--- src/rtl/core/sequence_reorder_window_assert.svh ---
// Assertion macros for the reorder window RTL.
// In synthesis builds the macros expand to nothing.
`ifndef SEQUENCE_REORDER_WINDOW_ASSERT_SVH
`define SEQUENCE_REORDER_WINDOW_ASSERT_SVH
`ifndef SYNTHESIS
// Condition cons must hold in the same cycle as ante.
`define SRW_ASSERT_IMP(label, clk, rst_n, ante, cons, msg) \
	label: assert property (@(posedge clk) disable iff (!rst_n) (ante) |-> (cons)) \
		else $error(msg);
// Condition cons must hold in the cycle after ante.
`define SRW_ASSERT_NXT(label, clk, rst_n, ante, cons, msg) \
	label: assert property (@(posedge clk) disable iff (!rst_n) (ante) |=> (cons)) \
		else $error(msg);
`else
`define SRW_ASSERT_IMP(label, clk, rst_n, ante, cons, msg)
`define SRW_ASSERT_NXT(label, clk, rst_n, ante, cons, msg)
`endif
`endif

--- src/rtl/core/srw_pkg.sv ---
`default_nettype none
package srw_pkg;

	// Default geometry and the per-item result limit.
	localparam int WINDOW_DEF    = 16;
	localparam int SEQ_SPACE_DEF = 4096;
	localparam int MAX_RESULTS   = 16;
	localparam int CNT_W         = $clog2(MAX_RESULTS + 1);
	localparam int CFG_IDX_W     = 1;

	// Configuration register indexes.
	localparam logic [CFG_IDX_W-1:0] CFG_ORDERED_MODE  = 1'd0;
	localparam logic [CFG_IDX_W-1:0] CFG_SINK_CAPACITY = 1'd1;

	typedef enum logic [2:0] {
		ST_DELIVERED = 3'd0,
		ST_BUFFERED  = 3'd1,
		ST_DUPLICATE = 3'd2,
		ST_OUTSIDE   = 3'd3,
		ST_RANGE     = 3'd4
	} status_t;

	typedef struct packed {
		logic [31:0] seq_number;
		logic [31:0] byte_offset;
		logic [15:0] byte_length;
		logic        has_payload;
	} item_t;

	typedef struct packed {
		status_t     status;
		logic        write_enable;
		logic [31:0] write_offset;
		logic [15:0] write_length;
		logic        delivered_valid;
		logic [31:0] delivered_seq;
		logic [31:0] delivered_total;
		logic        last;
	} result_t;

	// Flags returned by the shared subtractor.
	typedef struct packed {
		logic [31:0] diff;
		logic        borrow;
		logic        zero;
	} sub_res_t;

	typedef enum logic [3:0] {
		S_CLEAR,
		S_IDLE,
		S_CAP,
		S_LEN,
		S_REL,
		S_DEC,
		S_SCMP,
		S_DRD,
		S_DCMP,
		S_EMIT
	} state_t;

endpackage
`default_nettype wire

--- src/rtl/core/srw_sub.sv ---
`default_nettype none
module srw_sub (
	input  wire logic [31:0]      a,
	input  wire logic [31:0]      b,
	output srw_pkg::sub_res_t     res
);
	import srw_pkg::*;

	logic [32:0] wide;

	// One 32-bit subtract serves the sink bound, sequence and slot tag checks.
	always_comb begin
		wide       = {1'b0, a} - {1'b0, b};
		res.diff   = wide[31:0];
		res.borrow = wide[32];
		res.zero   = (wide[31:0] == 32'd0);
	end

endmodule
`default_nettype wire

--- config.mk ---
export PLATFORM = sky130hd
export DESIGN_NAME = srw_sub
export DESIGN_NICKNAME = d
export VERILOG_FILES = /design/src/rtl/core/sequence_reorder_window_assert.svh /design/src/rtl/core/srw_pkg.sv /design/src/rtl/core/srw_sub.sv
export SDC_FILE = /design/constraint.sdc
export NUM_CORES = 1
export LEC_CHECK = 0
export ABC_AREA = 1
export BUFFER_PORTS_ARGS = -buffer_cell sky130_fd_sc_hd__buf_4
export CAP_MARGIN = 10
export CORE_MARGIN = 10
export CORE_UTILIZATION = 25
export DETAILED_ROUTE_END_ITERATION = 8
export SYNTH_ARGS = -nofsm -noshare
export SYNTH_HDL_FRONTEND = slang
export SYNTH_SLANG_ARGS = --single-unit
--- constraint.sdc ---
create_clock -name vclk -period 2.38
set_input_delay 0.238 -clock vclk [all_inputs]
set_output_delay 0.238 -clock vclk [all_outputs]
set_load 0.005 [all_outputs]
# ---- After elaboration in Yosys (flattened, before gate mapping)
# Cells that the tools add are included.
dict set report totals {
  reg_bits 0
  output_inout_bits 34
  word_cells 2
}
dict set report classes {
  reduce_logical 1
  addsub 1
}
# op n
set op_table {}
lappend op_table {{$sub A32 B32 Y33} 1}
lappend op_table {{$logic_not A32 Y1} 1}

# ---- Depth between registers and ports, before layout
# Gate-level depths: netlist of the first run.
dict set report logic_depth {
  ltp_word 2
  depth_mapped 18
  ltp_nobuf 18
}

# ---- Worst setup path after synthesis of the first run
# No wires, ideal clock.
dict set report synth_path {
  path_kind {input port to output port}
  from {input port a[0]}
  to {output port res[0] in the netlist's numbering}
  stages 16
  required_ns 2.142
  n_path_buf 0
  arrival_ns 1.887
  slack_ns 0.255
  cell_sequence {inv_1 ha_1 fa_1 inv_1 nand3_1 nand2_1 nand3_1 nand3_2 nand2_1 nand3_1 nand2_1 nor2_1 nand2_1 nor2_1 nand2_1 nor2_1}
}
# item line_no
set synth_rtl {}
lappend synth_rtl {{from (decl)} srw_sub.sv:3} ;# input wire logic [31:0] a,
lappend synth_rtl {{to (decl)} srw_sub.sv:5} ;# output srw_pkg::sub_res_t res

==> reports/qor.yml, run 1 <==
power_and_ir_drop:
  powerDensity_nw_per_um2: 291.4
  p_seq_frac: 0
  ir_drop_v: 0.0001080
  swShare: 0.4971
  clockPowerShare: 0
  leakage_nw: 2.841
  p_comb_frac: 1.000
  p_int_mw: 0.7052
  switchingPower_mw: 0.6969
sta:
  slew_violations: 0
  whs_ns: 0.8244
  hold_violations: 0
  max_slew_margin: 0.7234
  worstMarginPinSlew_ns: 0.4117
  rsz0062_at_grt: "yes"
  setup_viol: 1
  finalWorstSetupSlack_ns: -0.02452
  min_period_over_period: 1.010
  fmaxAchievable_mhz: 415.9
  min_period_ns: 2.405
floorplan:
  io_pins: 98
  dieWidth_um: 125
  coreArea_um2: 10840
  dieArea_um2: 15630
  rows: 38
  start_util: 0.2543
  die_y_um: 125
logic_synthesis:
  yosysUniqueCellTypes: 28
  ys_seq_area_frac: 0
  syn_area_um2: 2756
  synth_top_area_cell: "nand2_1"
  yosysWarnings: 0
  syn_inst: 586
  netlist.area_leader.share: 0.3064
  synthesis.nets: 683
  syn_area_per_cell_um2: 4.704
  synthTopCellsByArea: "nand2_1, inv_1, ha_1"
route:
  drtIter0Drc: 214
  wl_per_cell_um: 12.37
  drt_wl_total_um: 11140
  vias: 3908
  vias_per_cell: 4.337
  drtPass1Iterations: 5
  postRouteAntennaNets: 0
  drcViolationCount: 0
setup_path:
  cp.required_ns: 2.14
  crit_family: "simple AND/OR/NAND/NOR gates"
  cp.arrival_ns: 2.17
  crit_type: "in2out"
  cpPeakStageDelay_ns: 0.37
  cpMaxStageDelayCell: "fa_2"
  cp-start-kind: "input port"
  critPathMostFrequentCell: "nor2_1"
  crit_buf_inv: 4
  cp_max_fo: 3
  crit_path_end_kind: "output pin"
  crit_chain: "buf_6, inv_4, ha_4, fa_2, inv_4, nand3_4, nand2_4, nand2_2, nand2_2, nand3_2, nor2_1, nand3_1, nor2_1, nand3_1, nor2_1, nand2_1, nor2_1, buf_4"
outcome:
  status: "finished, violations left"
  violations: "setup timing"
placed_design:
  port-buffer-count: 98
  dpl.hpwl_um: 9535
  gp_congestion: 0.9339
  dp_cells: 895
clock_network:
  hold_buffers: 0
global_route:
  grt_overflow_total: 0
  use_met3: 0.008872
  antenna_found_initial: 0
  met2_usage: 0.2209
  grt_max_degree: 9
  grt.total_usage: 0.1236
  grt_pass1_vias: 3678
  use_met1: 0.1637
  grt_pass1_wl_um: 16860
  grt_busiest_layer: "met2"
final_layout:
  insertedDiodeCount: 0
  nNetsFinal: 860
  final_util: 0.4438
  layout_common_cells: "nand2_1, buf_4, inv_1"
  seq_cells: 0
  fillers: 1189
  final_common_cell: "nand2_1"
  ff_latch_area_um2: 0
  area_delta_synth_final_pct: 74.53
  clock_buffers: 0
  fin_cells: 901
  drive_gt1_frac: 0.3798
min_path:
  hp-class: "in2out"
run:
  drv_cap: 0
logic make-up (layout without fill, tap and decap cells):
| logic type | Yosys count | after routing | share of synthesized area |
|---|---|---|---|
| adders and majority gates | 33 | 33 | 0.1525 |
| AOI/OAI and AO/OA | 34 | 34 | 0.07036 |
| xor gates and xnor gates | 5 | 5 | 0.01589 |
| buffers and inverters | 157 | 332 | 0.2143 |
| and+or+nand+nor | 357 | 357 | 0.5470 |
final timing paths:
check                 start      to  slack (ns)  depth (start not counted)
worst max-delay path   a[0]  res[0]       -0.02                         18
worst min-delay path   b[0]  res[2]        0.82                          4
synthesized netlist by cell type, drive strengths merged:
| library cell | instances |
|---|---|
| nand2 | 231 |
| inv | 156 |
| nor2 | 55 |
| nand3 | 45 |
| ha | 32 |
| a21oi | 24 |
| nor3 | 11 |
| nand4 | 7 |
| xnor2 | 5 |
| nand3b | 4 |
| a21o | 3 |
| and3 | 2 |
| o21ai | 2 |
| o21bai | 2 |
| a221oi | 1 |
| a31oi | 1 |
| and2 | 1 |
| buf | 1 |
| fa | 1 |
| o211ai | 1 |
| or2 | 1 |
per-stage QoR:
step | instance area (µm²) | power (mW) | setup slack, ns | TNS [ns]
3_3_place_gp | 4203 | 1.206 | -0.1855 | -0.1855
5_1_grt | 4811 | 1.549 | -0.1331 | -0.1331
6_report | 4811 | 1.402 | -0.02452 | -0.02452
4_1_cts | 4312 | 1.247 | -0.06277 | -0.06277
3_5_place_dp | 4203 | 1.212 | -0.2605 | -0.3517
2_1_floorplan | 2756 | 0.5764 | 0.2553 | 0
area by class of cell:
cell class | instances | area [µm²] | area share
multi-input combinational | 429 | 2713 | 0.5638
inverter | 156 | 590.6 | 0.1228
tap | 140 | 175.2 | 0.03641
timing repair buffer | 176 | 1333 | 0.2770
power by group through the flow:
stage                     sequential (mW)  combinational [mW]  clock, mW
after floorplan                         0               0.576          0
after global placement                  0                1.21          0
after detailed placement                0                1.21          0
after CTS                               0                1.25          0
after global routing                    0                1.55          0
final                                   0                1.40          0
per-layer routing:
layer	part of all wire	up-vias
met2	0.48	81
met1	0.47	1702
li1	-	2115
met3	0.039	10
met4	0.011	0
met5	0	-
timing repair:
action,4_1_cts,5_1_grt
setup buffers,4,2
endpoints found under the hold margin,0,0
gates resized for setup,20,96
setup endpoints to repair,3,7
pin swaps,10,28
(Power assumes the default switching activity.)
==> run 2, diff against run 1 <==
--- a/config.mk
+++ b/config.mk
@@ -11,6 +11,7 @@
 export CORE_MARGIN = 10
 export CORE_UTILIZATION = 25
 export DETAILED_ROUTE_END_ITERATION = 8
+export PLACE_DENSITY = 0.52
 export SYNTH_ARGS = -nofsm -noshare
 export SYNTH_HDL_FRONTEND = slang
 export SYNTH_SLANG_ARGS = --single-unit
==> run 2 against run 1 <==
Against the previous run:
- the flow still finishes with violations (setup timing)
- total power rose by 12%
- critical path depth rose by 1
- routed wire length rose by 12%
- global-route usage rose by 2.0 points
- worst hold slack got worse by 0.0041 ns
- non-clock buffer count rose by 40
- sequential share of layout area did not move
- cell count rose by 4.4%
- via count rose by 4.9%
- final area rose by 9.9%
- first-iteration DRC count fell by 18%
- flip-flop and latch count did not move
- largest cell class unchanged
==> reports/qor.yml, run 2 (synthesis results as in run 1) <==
outcome:
  status: "finished, violations left"
  violations: "setup timing"
sta:
  min_period_ns: 2.423  # +0.01812 ns
  fmaxAchievable_mhz: 412.8  # -0.75%
  finalWorstSetupSlack_ns: -0.04264  # -0.01812 ns
  slew_violations: 0  # unchanged
  rsz0062_at_grt: "yes"
  setup_tns_ns: -0.04264  # -0.01812 ns
  max_slew_margin: 0.7682  # +0.04473
  worstMarginPinSlew_ns: 0.3451  # -0.06659 ns
  setup_viol: 1  # unchanged
  hold_violations: 0  # unchanged
  min_period_over_period: 1.018  # +0.007614
route:
  vias: 4100  # +4.9%
  drtIter0Drc: 176  # -18%
  postRouteAntennaNets: 0  # unchanged
  wl_per_cell_um: 13.27  # +7.3%
  vias_per_cell: 4.357  # +0.45%
  drt_wl_total_um: 12480  # +12%
  drcViolationCount: 0  # unchanged
  drtPass1Iterations: 4  # -1
final_layout:
  insertedDiodeCount: 0  # unchanged
  drive_gt1_frac: 0.4469  # +0.06718
  final_cell_area_um2: 5285  # +9.9%
  ff_latch_area_um2: 0  # unchanged
  clock_buffers: 0  # unchanged
  final_common_cell: "buf_4"
  area_delta_synth_final_pct: 91.74
  fin_cells: 941  # +4.4%
  fillers: 1201  # +1.0%
  seq_cells: 0  # unchanged
  nNetsFinal: 900  # +4.7%
  layout_common_cells: "buf_4, nand2_1, inv_1"
setup_path:
  critPathMostFrequentCell: "nand2_1"
  cp.arrival_ns: 2.18  # about the same
  crit_path_end_kind: "output pin"
  crit_end: "res[0]"
  cp.required_ns: 2.14  # about the same
  cpPeakStageDelay_ns: 0.36  # about the same
  worstSetupStartpoint: "b[0]"
  cp_max_fo: 3  # unchanged
  crit_chain: "buf_6, ha_4, fa_2, inv_2, nand2_1, nand2_1, nand3_2, nand2_2, nand2_2, nand2_2, nand2_2, nand2_1, nand2_1, nand2_2, nand2_1, nor2_1, nand2_1, nor2_1, buf_4"
  cpMaxStageDelayCell: "fa_2"
  crit_type: "in2out"
  cp-start-kind: "input port"
floorplan:
  io_pins: 98  # unchanged
  dieArea_um2: 15630  # unchanged
  die_y_um: 125  # unchanged
  start_util: 0.2543  # unchanged
  coreArea_um2: 10840  # unchanged
  rows: 38  # unchanged
  dieWidth_um: 125  # unchanged
global_route:
  grt.total_usage: 0.1436  # +0.01999
  antenna_found_initial: 0  # unchanged
  grt_overflow_total: 0  # unchanged
  grt_pass1_vias: 4089  # +11%
  grt_pass1_wl_um: 19390  # +15%
  grt_max_degree: 7  # -2
power_and_ir_drop:
  leakage_nw: 3.056  # +7.6%
  ir_drop_v: 0.0001242  # +15%
  powerDensity_nw_per_um2: 297.2  # +2.0%
placed_design:
  dp_cells: 921  # +2.9%
  dpl.hpwl_um: 10700  # +12%
  port-buffer-count: 98  # unchanged
  dp_slack_ns: -0.2662  # -0.005634 ns
  postPlaceCellArea_um2: 4398  # +4.6%
  gp_congestion: 0.9662  # +3.5%
min_path:
  hp-class: "in2out"
  worstHoldStart: "b[0]"
clock_network:
  hold_buffers: 0  # unchanged
run:
  drv_cap: 0  # unchanged
run 2: changes by cell type in the layout (fill, tap and decap cells not counted), moves of 3 or more:
cell     before  now
inv_2         3   13
ha_2          5    0
buf_4       173  212
ha_4         21   25
a21oi_2      11    8
nand3_1      32   28
nor2_4        2    7
nor2_1       42   39
inv_1       151  143
nand2_2      32   45
nand2_1     195  180
nand3_4       1    6
run 2: stage by stage:
| step | hold slack [ns] | util | total power [mW] |
|---|---|---|---|
| floorplan | 0.6305 | - | 0.5764 |
| global placement | 0.8391 | 0.4057 | 1.285 |
| detailed placement | 0.8417 | 0.4057 | 1.285 |
| CTS | 0.8239 | 0.4566 | 1.458 |
| global route | 0.8293 | 0.4875 | 1.722 |
| finish | 0.8203 | 0.4875 | 1.571 |
run 2: repair_timing:
action	CTS	global route
pin swaps	29	37
setup buffers	14	6
cloned	0	0
endpoints found under the setup margin	4	4
resized for setup	85	68
run 2: final cells by class:
class                           instances  area (µm²)  area share
Timing Repair Buffer                  216        1637      0.3097
Inverter                              156       585.6      0.1108
Multi-Input combinational cell        429        2888      0.5464
Tap cell                              140       175.2     0.03314
run 2: worst min path at each step:
stage,cells after the start,end
floorplan,2,res[2]
global placement,4,res[2]
detailed placement,4,res[2]
CTS,4,res[2]
global route,4,res[2]
finish,4,res[2]
run 2: power by group:
part           leakage, nW  internal (mW)  switching [mW]
combinational         3.06          0.806           0.764
sequential               0              0               0
clock                    0              0               0
total                 3.06          0.806           0.764
run 2: metal layers:
| layer | track usage | part of all wire |
|---|---|---|
| met1 | 0.1924 | 0.46 |
| met2 | 0.2573 | 0.49 |
| met3 | 0.01267 | 0.053 |
| met4 | 0 | 0 |
| met5 | 0 | 0 |
run 2: worst max-delay path, delay by kind of cell:
kind                       cells  cell delay (ns)
and+or+nand+nor               14             1.08
adders and majority gates      2             0.51
buffers and inverters          3             0.33
==> run 3, diff against run 2 <==
--- a/config.mk
+++ b/config.mk
@@ -9,9 +9,9 @@
 export BUFFER_PORTS_ARGS = -buffer_cell sky130_fd_sc_hd__buf_4
 export CAP_MARGIN = 10
 export CORE_MARGIN = 10
-export CORE_UTILIZATION = 25
+export CORE_UTILIZATION = 45
 export DETAILED_ROUTE_END_ITERATION = 8
-export PLACE_DENSITY = 0.52
+export PLACE_DENSITY = 0.79
 export SYNTH_ARGS = -nofsm -noshare
 export SYNTH_HDL_FRONTEND = slang
 export SYNTH_SLANG_ARGS = --single-unit
==> run 3 against run 2 <==
Against the previous run:
- critical endpoint unchanged
- critical path depth unchanged
- largest cell class unchanged
- sequential share of layout area is the same
- combinational power shrank 4%
- flip-flop and latch count stayed put
- routed wire length up 8.2%
- total power fell by 4.6%
- the flow still finishes with violations (setup timing)
- worst setup slack worse by 0.039 ns
- fmax down 1.6%
- cell count fell by 10%
==> reports/qor.yml, run 3 (synthesis results as in run 1) <==
power_and_ir_drop:
  leakage_nw: 2.899  # -5.1%
  powerDensity_nw_per_um2: 304.9  # +2.6%
  ir_drop_v: 0.0002059  # +66%
route:
  drt_wl_total_um: 13510  # +8.2%
  drcViolationCount: 0  # unchanged
  vias_per_cell: 5.200  # +19%
  wl_per_cell_um: 15.99  # +21%
  postRouteAntennaNets: 0  # unchanged
  drtIter0Drc: 382  # +120%
  drtPass1Iterations: 5  # +1
  vias: 4394  # +7.2%
global_route:
  grt_pass1_vias: 3999  # -2.2%
  grt_overflow_total: 0  # unchanged
  grt_pass1_wl_um: 18510  # -4.6%
  grt.total_usage: 0.2205  # +0.07697
  grt_max_degree: 8  # +1
  antenna_found_initial: 0  # unchanged
sta:
  max_slew_margin: 0.7094  # -0.05874
  finalWorstSetupSlack_ns: -0.08166  # -0.03903 ns
  fmaxAchievable_mhz: 406.2  # -1.6%
  rsz0062_at_grt: "yes"
  hold_violations: 0  # unchanged
  min_period_over_period: 1.034  # +0.01640
  worstMarginPinSlew_ns: 0.4325  # +0.08744 ns
  slew_violations: 0  # unchanged
  setup_tns_ns: -0.08166  # -0.03903 ns
  setup_viol: 1  # unchanged
  whs_ns: 0.8421  # +0.02184 ns
  min_period_ns: 2.462  # +0.03903 ns
placed_design:
  dp_slack_ns: -0.1256  # +0.1406 ns
  gp_congestion: 1.008  # +4.3%
  port-buffer-count: 98  # unchanged
  dpl.hpwl_um: 10000  # -6.5%
setup_path:
  cp-start-kind: "input port"
  cp.required_ns: 2.14  # about the same
  crit_chain: "buf_4, inv_1, ha_4, nand2_1, nand2_1, nand2_1, nand2_2, nand2_1, nand2_1, a21oi_2, nand2_1, nand2_1, nand2_1, nor2_1, nand2_1, nor2_1, nand2_1, nor2_1, buf_4"
  cp_max_fo: 4  # +1
  cpMaxStageDelayCell: "a21oi_2"
  worstSetupStartpoint: "b[12]"
  cpPeakStageDelay_ns: 0.23  # -0.13 ns
  critPathMostFrequentCell: "nand2_1"
  crit_type: "in2out"
  cp.arrival_ns: 2.22  # +0.04 ns
  crit_end: "res[0]"
  crit_path_end_kind: "output pin"
final_layout:
  final_common_cell: "buf_4"
  clock_buffers: 0  # unchanged
  fillers: 399  # -67%
  nNetsFinal: 869  # -3.4%
  drive_gt1_frac: 0.4156  # -0.03136
  layout_common_cells: "buf_4, nand2_1, inv_1"
  multi_input_area_um2: 2816  # -2.5%
  seq_cells: 0  # unchanged
  area_delta_synth_final_pct: 78.17
  insertedDiodeCount: 0  # unchanged
  ff_latch_area_um2: 0  # unchanged
run:
  drv_cap: 0  # unchanged
min_path:
  hp-class: "in2out"
floorplan:
  coreArea_um2: 5921  # -45%
  io_pins: 98  # unchanged
  dieArea_um2: 9656  # -38%
  start_util: 0.4656  # +0.2113
  rows: 28  # -26%
  die_y_um: 98.27  # -21%
  dieWidth_um: 98.27  # -21%
outcome:
  violations: "setup timing"
  status: "finished, violations left"
run 3: through the flow:
stage / total power, mW / cells / instance area [µm²] / util
2_1_floorplan: 0.5764 / 586 / 2756 / -
3_3_place_gp: 1.199 / 837 / 4187 / 0.7071
3_5_place_dp: 1.217 / 837 / 4187 / 0.7071
4_1_cts: 1.276 / 837 / 4378 / 0.7394
5_1_grt: 1.613 / 845 / 4911 / 0.8295
6_report: 1.498 / 845 / 4911 / 0.8295
run 3: metal layers:
metal	wire, µm	track usage
met4	340	0.02756
met5	0	0
met2	6475	0.3797
met1	5568	0.2907
met3	1128	0.02960
run 3: how the worst min path moves through the flow:
| stage | cells past startpoint | from | endpoint |
|---|---|---|---|
| 2_1_floorplan | 2 | b[0] | res[2] |
| 3_3_place_gp | 4 | b[0] | res[2] |
| 3_5_place_dp | 4 | b[0] | res[2] |
| 4_1_cts | 4 | b[0] | res[2] |
| 5_1_grt | 4 | b[0] | res[2] |
| 6_report | 4 | b[0] | res[2] |
run 3: layout make-up:
cell class                      count  share of cell area
Timing Repair Buffer              185              0.2876
Tap cell                           75             0.01911
Multi-Input combinational cell    429              0.5735
Inverter                          156              0.1197
run 3: worst max-delay path: cells and delay by family:
family	cells	cell delay, ns
buffers and inverters	3	0.31
adder cells (fa/ha/maj)	1	0.22
AO/OA/AOI/OAI	1	0.23
AND/OR/NAND/NOR	14	1.23
run 3: where the power goes:
group / internal, mW / switching (mW)
Sequential: 0 / 0
Combinational: 0.726 / 0.772
Clock: 0 / 0
Total: 0.726 / 0.772
run 3: timing repair:
action | CTS | global route
pin swaps | 3 | 41
setup buffers | 0 | 8
resized for setup | 37 | 99
endpoints found under the setup margin | 1 | 8
hold buffers | 0 | 0
